**src/hdl/tpsc_pkg.sv**
```systemverilog
// ----------------------------------------------------------------------------
// tpsc_pkg
// Shared types and constants of the three-position step controller.
// ----------------------------------------------------------------------------
package tpsc_pkg;

	localparam int VALUE_WIDTH_DEF = 16;
	localparam int CFG_W           = 16;
	localparam int TICK_W          = 17;
	localparam int REG_IDX_W       = 3;

	localparam logic [TICK_W-1:0] TICK_MAX = {TICK_W{1'b1}};

	typedef enum logic [REG_IDX_W-1:0] {
		REG_THRESHOLD   = 3'd0,
		REG_DEADBAND    = 3'd1,
		REG_WAIT_TICKS  = 3'd2,
		REG_PULSE_TICKS = 3'd3,
		REG_INVERSE     = 3'd4
	} reg_idx_t;

	typedef enum logic {
		OP_TICK  = 1'b0,
		OP_CLEAR = 1'b1
	} opcode_t;

	typedef struct packed {
		logic [CFG_W-1:0] threshold;
		logic [CFG_W-1:0] deadband;
		logic [CFG_W-1:0] wait_ticks;
		logic [CFG_W-1:0] pulse_ticks;
		logic             inverse_action;
	} cfg_t;

	typedef struct packed {
		logic [TICK_W-1:0] tick_count;
		logic              pulse_started;
		logic              up_level;
		logic              down_level;
	} ctrl_state_t;

endpackage

```
**src/hdl/tpsc_step.sv**
```systemverilog
// ----------------------------------------------------------------------------
// tpsc_step
// Next-state logic for one control word: error, band tests, timer and levels.
// ----------------------------------------------------------------------------
module tpsc_step #(
	parameter int VALUE_WIDTH = tpsc_pkg::VALUE_WIDTH_DEF
) (
	input  tpsc_pkg::cfg_t                 cfg,
	input  tpsc_pkg::ctrl_state_t          cur,
	input  tpsc_pkg::opcode_t              opcode,
	input  logic signed [VALUE_WIDTH-1:0]  process_value,
	input  logic signed [VALUE_WIDTH-1:0]  set_point,
	input  logic                           auto_mode,
	output tpsc_pkg::ctrl_state_t          nxt
);

	localparam int ERR_W = VALUE_WIDTH + 1;
	localparam int CMP_W = (ERR_W > tpsc_pkg::CFG_W) ? ERR_W : tpsc_pkg::CFG_W;

	logic signed [ERR_W-1:0]        pv_ext;
	logic signed [ERR_W-1:0]        sp_ext;
	logic signed [ERR_W-1:0]        err;
	logic        [ERR_W-1:0]        mag;
	logic        [CMP_W-1:0]        mag_c;
	logic        [CMP_W-1:0]        dead_c;
	logic        [CMP_W-1:0]        thr_c;
	logic                           err_pos;
	logic                           err_neg;
	logic                           in_dead;
	logic                           beyond;
	logic [tpsc_pkg::TICK_W-1:0]    tick1;
	logic [tpsc_pkg::TICK_W-1:0]    wait_ext;
	logic [tpsc_pkg::TICK_W-1:0]    period_end;

	always_comb begin
		pv_ext     = ERR_W'(process_value);
		sp_ext     = ERR_W'(set_point);
		err        = cfg.inverse_action ? (pv_ext - sp_ext) : (sp_ext - pv_ext);
		err_neg    = err[ERR_W-1];
		err_pos    = !err_neg && (err != '0);
		mag        = err_neg ? ERR_W'(-err) : ERR_W'(err);
		mag_c      = CMP_W'(mag);
		dead_c     = CMP_W'(cfg.deadband);
		thr_c      = CMP_W'(cfg.threshold);
		in_dead    = mag_c < dead_c;
		beyond     = mag_c > thr_c;
		wait_ext   = tpsc_pkg::TICK_W'(cfg.wait_ticks);
		period_end = wait_ext + tpsc_pkg::TICK_W'(cfg.pulse_ticks);

		if (in_dead || beyond) begin
			tick1 = '0;
		end else if (cur.tick_count != tpsc_pkg::TICK_MAX) begin
			tick1 = cur.tick_count + tpsc_pkg::TICK_W'(1);
		end else begin
			tick1 = cur.tick_count;
		end

		nxt = cur;
		if (opcode == tpsc_pkg::OP_CLEAR) begin
			nxt = '0;
		end else if (auto_mode) begin
			nxt.tick_count = tick1;
			if (in_dead) begin
				nxt.up_level   = 1'b0;
				nxt.down_level = 1'b0;
			end else if (beyond) begin
				nxt.up_level   = err_pos;
				nxt.down_level = err_neg;
			end else if (tick1 < wait_ext) begin
				nxt.up_level   = 1'b0;
				nxt.down_level = 1'b0;
			end else begin
				if (!cur.pulse_started) begin
					nxt.up_level      = err_pos;
					nxt.down_level    = err_neg;
					nxt.pulse_started = 1'b1;
				end
				if (tick1 > period_end) begin
					nxt.tick_count    = '0;
					nxt.pulse_started = 1'b0;
				end
			end
		end
	end

endmodule

```
**src/hdl/three_position_step_controller.sv**
```systemverilog
// ----------------------------------------------------------------------------
// three_position_step_controller
// Three-position step controller with deadband, pulse timing and inverse action.
// An accepted word is registered in the input stage, and its result word in the
// output register once the output stage is free or being taken.
// Throughput: one word per cycle unless stalled; each update is one tpsc_step pass.
// A result word held by the receiver stalls the input once the stage is full.
// Reset clears the registers, the timer, the pulse flag and both output levels.
// A write to a defined register also clears the timer and the pulse flag.
// ----------------------------------------------------------------------------
module three_position_step_controller #(
	parameter int VALUE_WIDTH = tpsc_pkg::VALUE_WIDTH_DEF
) (
	input  logic                                    clk,
	input  logic                                    arst_n,
	input  logic                                    s_axis_tvalid,
	output logic                                    s_axis_tready,
	// process_value, set_point, auto_mode, zero fill
	input  logic [((2*VALUE_WIDTH+1+7)/8)*8-1:0]    s_axis_tdata,
	// opcode
	input  logic                                    s_axis_tuser,
	output logic                                    m_axis_tvalid,
	input  logic                                    m_axis_tready,
	// drive_up, drive_down, zero fill
	output logic [7:0]                              m_axis_tdata,
	input  logic                                    cfg_we,
	input  logic [tpsc_pkg::REG_IDX_W-1:0]          cfg_index,
	input  logic [tpsc_pkg::CFG_W-1:0]              cfg_data
);

	tpsc_pkg::cfg_t                cfg_q;
	tpsc_pkg::ctrl_state_t         state_q;
	tpsc_pkg::ctrl_state_t         state_nxt;
	logic                          valid_s1;
	tpsc_pkg::opcode_t             opcode_s1;
	logic signed [VALUE_WIDTH-1:0] pv_s1;
	logic signed [VALUE_WIDTH-1:0] sp_s1;
	logic                          auto_s1;
	logic                          out_valid_q;
	logic                          up_q;
	logic                          down_q;
	logic                          adv;
	logic                          cfg_hit;

	assign adv           = valid_s1 && (!out_valid_q || m_axis_tready);
	assign s_axis_tready = !valid_s1 || adv;
	assign m_axis_tvalid = out_valid_q;
	assign m_axis_tdata  = {6'b0, down_q, up_q};

	always_comb begin
		case (tpsc_pkg::reg_idx_t'(cfg_index))
			tpsc_pkg::REG_THRESHOLD, tpsc_pkg::REG_DEADBAND, tpsc_pkg::REG_WAIT_TICKS,
			tpsc_pkg::REG_PULSE_TICKS, tpsc_pkg::REG_INVERSE: cfg_hit = cfg_we;
			default: cfg_hit = 1'b0;
		endcase
	end

	always_ff @(posedge clk or negedge arst_n) begin
		if (!arst_n) begin
			cfg_q <= '0;
		end else if (cfg_we) begin
			case (tpsc_pkg::reg_idx_t'(cfg_index))
				tpsc_pkg::REG_THRESHOLD:   cfg_q.threshold      <= cfg_data;
				tpsc_pkg::REG_DEADBAND:    cfg_q.deadband       <= cfg_data;
				tpsc_pkg::REG_WAIT_TICKS:  cfg_q.wait_ticks     <= cfg_data;
				tpsc_pkg::REG_PULSE_TICKS: cfg_q.pulse_ticks    <= cfg_data;
				tpsc_pkg::REG_INVERSE:     cfg_q.inverse_action <= cfg_data[0];
				default: ;
			endcase
		end
	end

	always_ff @(posedge clk or negedge arst_n) begin
		if (!arst_n) begin
			valid_s1 <= 1'b0;
		end else if (s_axis_tready) begin
			valid_s1 <= s_axis_tvalid;
		end
	end

	always_ff @(posedge clk) begin
		if (s_axis_tvalid && s_axis_tready) begin
			opcode_s1 <= tpsc_pkg::opcode_t'(s_axis_tuser);
			pv_s1     <= s_axis_tdata[VALUE_WIDTH-1:0];
			sp_s1     <= s_axis_tdata[2*VALUE_WIDTH-1:VALUE_WIDTH];
			auto_s1   <= s_axis_tdata[2*VALUE_WIDTH];
		end
	end

	tpsc_step #(
		.VALUE_WIDTH(VALUE_WIDTH)
	) u_step (
		.cfg           (cfg_q),
		.cur           (state_q),
		.opcode        (opcode_s1),
		.process_value (pv_s1),
		.set_point     (sp_s1),
		.auto_mode     (auto_s1),
		.nxt           (state_nxt)
	);

	// A defined-register write restarts the pulse timing but does not clear the levels.
	always_ff @(posedge clk or negedge arst_n) begin
		if (!arst_n) begin
			state_q <= '0;
		end else if (cfg_hit) begin
			state_q.tick_count    <= '0;
			state_q.pulse_started <= 1'b0;
			if (adv) begin
				state_q.up_level   <= state_nxt.up_level;
				state_q.down_level <= state_nxt.down_level;
			end
		end else if (adv) begin
			state_q <= state_nxt;
		end
	end

	always_ff @(posedge clk or negedge arst_n) begin
		if (!arst_n) begin
			out_valid_q <= 1'b0;
		end else if (adv) begin
			out_valid_q <= 1'b1;
		end else if (m_axis_tready) begin
			out_valid_q <= 1'b0;
		end
	end

	always_ff @(posedge clk) begin
		if (adv) begin
			up_q   <= state_nxt.up_level;
			down_q <= state_nxt.down_level;
		end
	end

	a_levels_exclusive: assert property (@(posedge clk) disable iff (!arst_n)
		!(state_q.up_level && state_q.down_level))
		else $error("both drive levels set at once");

	a_cfg_clears_timer: assert property (@(posedge clk) disable iff (!arst_n)
		cfg_hit |=> (state_q.tick_count == '0) && !state_q.pulse_started)
		else $error("register write did not restart the pulse timing");

	a_state_holds: assert property (@(posedge clk) disable iff (!arst_n)
		(!adv && !cfg_hit) |=> $stable(state_q))
		else $error("controller state changed without a word or a write");

	a_result_on_advance: assert property (@(posedge clk) disable iff (!arst_n)
		adv |=> m_axis_tvalid && (m_axis_tdata[0] == state_q.up_level)
			&& (m_axis_tdata[1] == state_q.down_level))
		else $error("result word does not match the updated levels");

endmodule

```
**config.mk**
```make
export PLATFORM = sky130hd
export DESIGN_NAME = three_position_step_controller
export DESIGN_NICKNAME = d
export VERILOG_FILES = /design/src/hdl/tpsc_pkg.sv /design/src/hdl/tpsc_step.sv /design/src/hdl/three_position_step_controller.sv
export SDC_FILE = /design/constraint.sdc
export NUM_CORES = 1
export LEC_CHECK = 0
export BUFFER_PORTS_ARGS = -buffer_cell sky130_fd_sc_hd__buf_4
export CAP_MARGIN = 30
export CORE_UTILIZATION = 39
export CTS_CLUSTER_DIAMETER = 60
export DETAILED_ROUTE_END_ITERATION = 6
export GPL_ROUTABILITY_DRIVEN = 0
export GPL_TIMING_DRIVEN = 1
export SLEW_MARGIN = 40
export SYNTH_ARGS = -nofsm -noshare
export SYNTH_HDL_FRONTEND = slang
export SYNTH_SLANG_ARGS = --single-unit
export TNS_END_PERCENT = 10
```
**constraint.sdc**
```tcl
create_clock -name clk -period 8.96 [get_ports clk]
set_input_delay 0.448 -clock clk [delete_from_list [all_inputs] [get_ports clk]]
set_output_delay 0.448 -clock clk [all_outputs]
set_load 0.03 [all_outputs]
```
==> impl_metrics.yaml, run 1 <==
synthesis:
  async_flop_share: 0.707
  synth_edf_count: 36
  syn_area_per_cell_um2: 9.07
  netlist_top_cells_area: "dfrtp_1, ha_1, edfxtp_1"
  yosysWarnings: 0
  ys_seq_area_frac: 0.353
  netlist_instances: 1016
  netlist-cell-type-count: 73
  ys.flop_type: "dfrtp_1"
  synth_seq_cells: 123
  syn_area_mm2: 0.00922
  synth_top_area_share: 0.236
  synth_area_leader_cell: "dfrtp_1"
critical_path:
  startpoint_type: "register"
  crit_fanout: 28
  cp_data_required_time_ns: 9.30
  cp_slowest_cell: "nor4b_1"
  worst_path_largest_cell_delay_ns: 0.71
  crit_family: "compound AO/OA/AOI/OAI gates"
  path_class: "reg -> reg"
  rr_endpoint: "state_q[14]"
  crit_arrival_ns: 8.16
  cp.depth: 33
  worst_path_most_repeated_cell: "o21a_1"
  r2r_start: "sp_s1[0]"
  reg2reg_depth: 33
  r2r_slack_ns: 1.14
  endpoint_kind: "register"
  path_buf_inv: 3
global_route:
  gr-usage-met3: 0.0375
  track_usage: 0.180
  grt_max_degree: 72
  grt_pass1_wl_mm: 34.2
  antenna_found_initial: 0
  grt.busiest_layer: "met2"
  grt_pass1_vias: 6996
  overflow: 0
  use_met2: 0.300
  groute.layer.met1.usage: 0.231
floorplan:
  ios: 75
  fp-row-count: 55
  die_w_um: 156
  fp.coreArea_mm2: 0.0229
  initial_core_util: 0.402
  dieArea_mm2: 0.0243
  fp.dieH_um: 156
layout:
  multi_input_area_mm2: 0.00538
  num_antenna_cells: 0
  num-fill-cells: 2217
  layout-drive-gt1-share: 0.126
  regArea_mm2: 0.00326
  finalNonFillerCells: 1393
  utilization: 0.460
  final_nets: 1248
  area_growth_pct: 14.3
sta:
  fin_crit_sh: 0.873
  hold_viol: 0
  holdWs_ns: 0.198
  drv_slew: 0
  fin_skew_ns: 0.00915
  worst_pin_slew_ns: 0.803
  rsz0062_at_grt: "no"
  min_period_ns: 7.82
  max_slew_margin: 0.457
  max_freq_ghz: 0.128
  setup_tns_ns: 0
  finalSetupViolations: 0
clock_network:
  cts_buffer_depth: 2
  cts_setup_buffers: 0
  clock-sinks: 123
  clk_pin_slew_ns: 0.06
  tritoncts: "done"
  clk-insertion-delay-late_ns: 0.42
  cts_root_buf: "clkbuf_16"
  cts_buffers: 17
  h-tree-depth: 4
place:
  numPortBuffers: 61
  dp_cells: 1360
  dpl.hpwl_mm: 15.9
min_path:
  hold_depth: 1
  min_from: "s_axis_tdata[32]"
  min_to: "auto_s1"
  hold_class: "in -> reg"
detailed_routing:
  detail_route.wl_per_cell_um: 14.8
  drtPass1Iterations: 5
  viasPerCell: 5.16
  dr_total_vias: 7190
  drc: 0
  wirelength_mm: 20.6
  first_iter_violations: 306
  route.antenna.remaining_nets: 0
power:
  power.density_mw_per_mm2: 227
  p_leak_nw: 4.76
  peakVddDrop_mv: 0.116
status:
  status: "finished clean"
flow_run:
  cap_violations: 0
through the flow:
step	total power, W	cell area (µm²)	worst slack, ns
after floorplan	0.00146	9240	2.25
after global placement	0.00167	9920	1.16
final	0.00239	10500	1.14
after global routing	0.00259	10500	0.358
after detailed placement	0.00169	9930	1.15
after CTS	0.00241	10500	1.05
power breakdown:
group	total, W	internal [W]	switching, W
combinational	0.000987	0.000405	0.000582
sequential	0.000698	0.000659	0.0000387
clock	0.000706	0.000437	0.000269
state kept, by name (all words and copies together) (netlist names), 16 cells and up:
register / flops
cfg_q: 65
pv_s1: 16
sp_s1: 16
state_q: 20
worst max path at each step:
stage                   from           to  slack [ns]
finish              sp_s1[0]  state_q[14]        1.14
global route        sp_s1[0]  state_q[14]        0.36
CTS                 sp_s1[0]  state_q[14]        1.05
detailed placement  sp_s1[0]  state_q[17]        1.15
global placement    sp_s1[6]  state_q[14]        1.16
floorplan           sp_s1[5]  state_q[10]        2.25
repair_timing:
action / in CTS / in global routing
hold buffers: 1 / 0
hold endpoints to repair: 16 / 0
gates resized for setup: 0 / 0
Yosys cell counts (6+ instances only):
master,number
ha_1,113
and2_1,11
nand3_1,32
a21o_1,13
inv_1,104
a31oi_1,17
nor2_1,58
xnor2_1,37
nand3b_1,6
o21a_1,11
a211oi_1,9
edfxtp_1,36
clkbuf_1,17
nor3_1,11
nor2b_1,7
buf_4,12
a21oi_1,72
o31ai_1,8
a211o_1,7
nand2_1,92
mux2_2,22
dfrtp_1,87
buf_2,9
nand2b_1,9
and3_1,12
o21ai_0,81
xor2_1,18
nand4_1,16
o211ai_1,10
mux2i_1,6
cell usage in the layout (no fill, tap or decap), types with 7 or more instances in the layout:
cell type,synthesis,routed
edfxtp_1,36,36
a21o_1,13,13
o31ai_1,8,8
clkbuf_16,0,17
mux2_2,22,22
o21ai_0,81,81
a31oi_1,17,17
a211o_1,7,7
nand2b_1,9,9
o211ai_1,10,10
nand2_1,92,92
inv_1,104,104
dfrtp_1,87,87
and3_1,12,12
xnor2_1,37,37
xor2_1,18,18
buf_4,12,66
ha_1,113,113
nor3_1,11,11
a211oi_1,9,9
o21a_1,11,11
and2_1,11,11
a21oi_1,72,72
nand4_1,16,16
nor2b_1,7,7
nand3_1,32,31
nor2_1,58,57
worst reg2reg max path: cells and delay by family, from the launching register on:
family	cells	cell delay [ns]
XOR/XNOR	2	0.64
adder cells (fa/ha/maj)	4	1.22
AND/OR/NAND/NOR	11	2.49
flip-flops	1	0.40
buffers and inverters	3	0.44
AO/OA/AOI/OAI	13	2.59
cell families (layout without fill, tap and decap cells):
logic type | after synthesis | in the layout | synth area share
compound gates | 273 | 273 | 0.187
flops | 123 | 123 | 0.353
fa+ha+maj | 116 | 116 | 0.160
buf+inv | 146 | 205 | 0.0664
other cells | 1 | 6 | 0.000407
simple gates | 273 | 273 | 0.145
mux | 29 | 29 | 0.0358
xor+xnor | 55 | 55 | 0.0523
cell type report:
type / count / share of cell area
Clock inverter: 15 / 0.0164
Inverter: 105 / 0.0374
Tap cell: 313 / 0.0372
Timing Repair Buffer: 68 / 0.0490
Multi-Input combinational cell: 752 / 0.511
Clock buffer: 17 / 0.0404
Sequential cell: 123 / 0.309
metal layers:
layer | vias to the layer above | routed length (µm)
li1 | 3703 | -
met1 | 3360 | 9900
met2 | 111 | 9680
met3 | 16 | 778
met4 | 0 | 260
met5 | - | 0
Note: power is estimated with default switching activity, not from simulation.
==> inputs of run 2 (changes only) <==
CORE_UTILIZATION = 52   (was 39)
PLACE_DENSITY = 0.71   (was unset)
==> run 2 against run 1 <==
Net effect:
- clock-buffer cell count increased by 3
- total power decreased by 0.47%
- via count increased by 2.4%
- final area decreased by 1.1%
==> impl_metrics.yaml, run 2 (synthesis gave the netlist of run 1 again) <==
status:
  status: "finished clean"
global_route:
  grt_pass1_vias: 7077
  overflow: 0
  track_usage: 0.236
  groute.layer.met1.usage: 0.298
  antenna_found_initial: 0
  gr-usage-met3: 0.0426
  grt_max_degree: 57
  grt_pass1_wl_mm: 33.9
  use_met2: 0.413
  grt.busiest_layer: "met2"
critical_path:
  endpoint_kind: "register"
  worst_path_most_repeated_cell: "a21oi_1"
  crit_arrival_ns: 8.36
  cp_data_required_time_ns: 9.30
  cp_slowest_cell: "a221oi_1"
  worst_path_largest_cell_delay_ns: 0.58
  path_class: "reg -> reg"
  startpoint_type: "register"
  crit_fanout: 28
  r2r_slack_ns: 0.94
clock_network:
  clk_pin_slew_ns: 0.06
  cts_root_buf: "clkbuf_16"
  tritoncts: "done"
  h-tree-depth: 4
  postCtsResizedCells: 0
  cts_setup_buffers: 0
  clock-sinks: 123
  cts_buffers: 17
  clk-insertion-delay-late_ns: 0.42
  cts_buffer_depth: 2
floorplan:
  ios: 75
  fp-row-count: 48
  die_w_um: 135
  initial_core_util: 0.533
  fp.coreArea_mm2: 0.0173
  dieArea_mm2: 0.0183
  fp.dieH_um: 135
layout:
  largest_register: "cfg_q"
  num-fill-cells: 1517
  mostFrequentLayoutCells: "ha_1, inv_1, nand2_1"
  top_regs: "cfg_q x65, state_q x20"
  largest_reg_flops: 65
  layout-drive-gt1-share: 0.127
  finalNonFillerCells: 1308
  final_nets: 1251
  final_common_cell: "ha_1"
  num_antenna_cells: 0
  area_growth_pct: 13.1
sta:
  fin_crit_sh: 0.895
  drv_slew: 0
  finalSetupViolations: 0
  setup_tns_ns: 0
  max_freq_ghz: 0.125
  min_period_ns: 8.02
  fin_skew_ns: 0.00827
  worst_pin_slew_ns: 0.748
  rsz0062_at_grt: "no"
  hold_viol: 0
  max_slew_margin: 0.498
place:
  dp_cells: 1274
  numPortBuffers: 61
  dpl.hpwl_mm: 15.4
min_path:
  hold_class: "in -> reg"
power:
  power.density_mw_per_mm2: 228
  peakVddDrop_mv: 0.150
  p_leak_nw: 4.76
detailed_routing:
  dr_total_vias: 7363
  detail_route.wl_per_cell_um: 15.5
  drc: 0
  drtPass1Iterations: 5
  first_iter_violations: 362
  viasPerCell: 5.63
  wirelength_mm: 20.3
  route.antenna.remaining_nets: 0
flow_run:
  cap_violations: 0
## run 2: cell types whose count changed in the layout (fill, tap and decap cells not counted), sizes merged
cell,delta
buf,+3
clkinvlp,+2
bufinv,-2
inv,+2
clkinv,-5
clkbuf,+3
## run 2: layout make-up
cell class                      count  area [µm²]  share of cell area
Clock inverter                     12         114              0.0109
Timing Repair Buffer               71         548              0.0526
Multi-Input combinational cell    752        5370               0.515
Sequential cell                   123        3260               0.312
Clock buffer                       20         457              0.0438
Tap cell                          225         282              0.0270
Inverter                          105         394              0.0378
## run 2: worst max-delay path: cells and delay by family, from the launching register on
family / cells / cell delay [ns]
and+or+nand+nor: 6 / 1.24
adders and majority gates: 3 / 1.21
xor gates and xnor gates: 1 / 0.43
AOI/OAI and AO/OA: 19 / 4.37
DFF: 1 / 0.39
buffers and inverters: 1 / 0.30
## run 2: what timing repair did
item | CTS | global route
endpoints found under the hold margin | 31 | 0
endpoints found under the setup margin | 0 | 0
hold buffers | 1 | 0
## run 2: worst paths after layout
kind | depth (start not counted) | endpoint | startpoint
worst max-delay path | 30 | state_q[14] | sp_s1[6]
worst min-delay path | 1 | sp_s1[5] | s_axis_tdata[21]
worst max register to register | 30 | state_q[14] | sp_s1[6]
worst min register to register | 1 | m_axis_tvalid | valid_s1
max in group asynchronous | 4 | cfg_q[3] | arst_n
min in group asynchronous | 2 | cfg_q[43] | arst_n
## run 2: layer usage
metal	wire length [µm]	up-vias
li1	-	3709
met1	9190	3494
met2	10200	134
met3	675	26
met4	282	0
met5	0	-
## run 2: per-stage QoR
stage                     utilization  hold WS, ns  cell area [µm²]  total power, W  setup WS (ns)
after CTS                       0.601        0.181            10400         0.00239          0.957
after global routing            0.603        0.181            10400         0.00255          0.190
final                           0.603        0.196            10400         0.00238          0.940
after global placement          0.568        0.408             9820         0.00167           1.04
after floorplan                     -        0.152             9240         0.00146           2.25
after detailed placement        0.568        0.409             9820         0.00170          0.960
## run 2: where the power goes
| part | switching, W | total (W) | internal, W |
|---|---|---|---|
| sequential | 0.0000397 | 0.000699 | 0.000659 |
| combinational | 0.000603 | 0.00101 | 0.000411 |
| clock | 0.000268 | 0.000666 | 0.000398 |
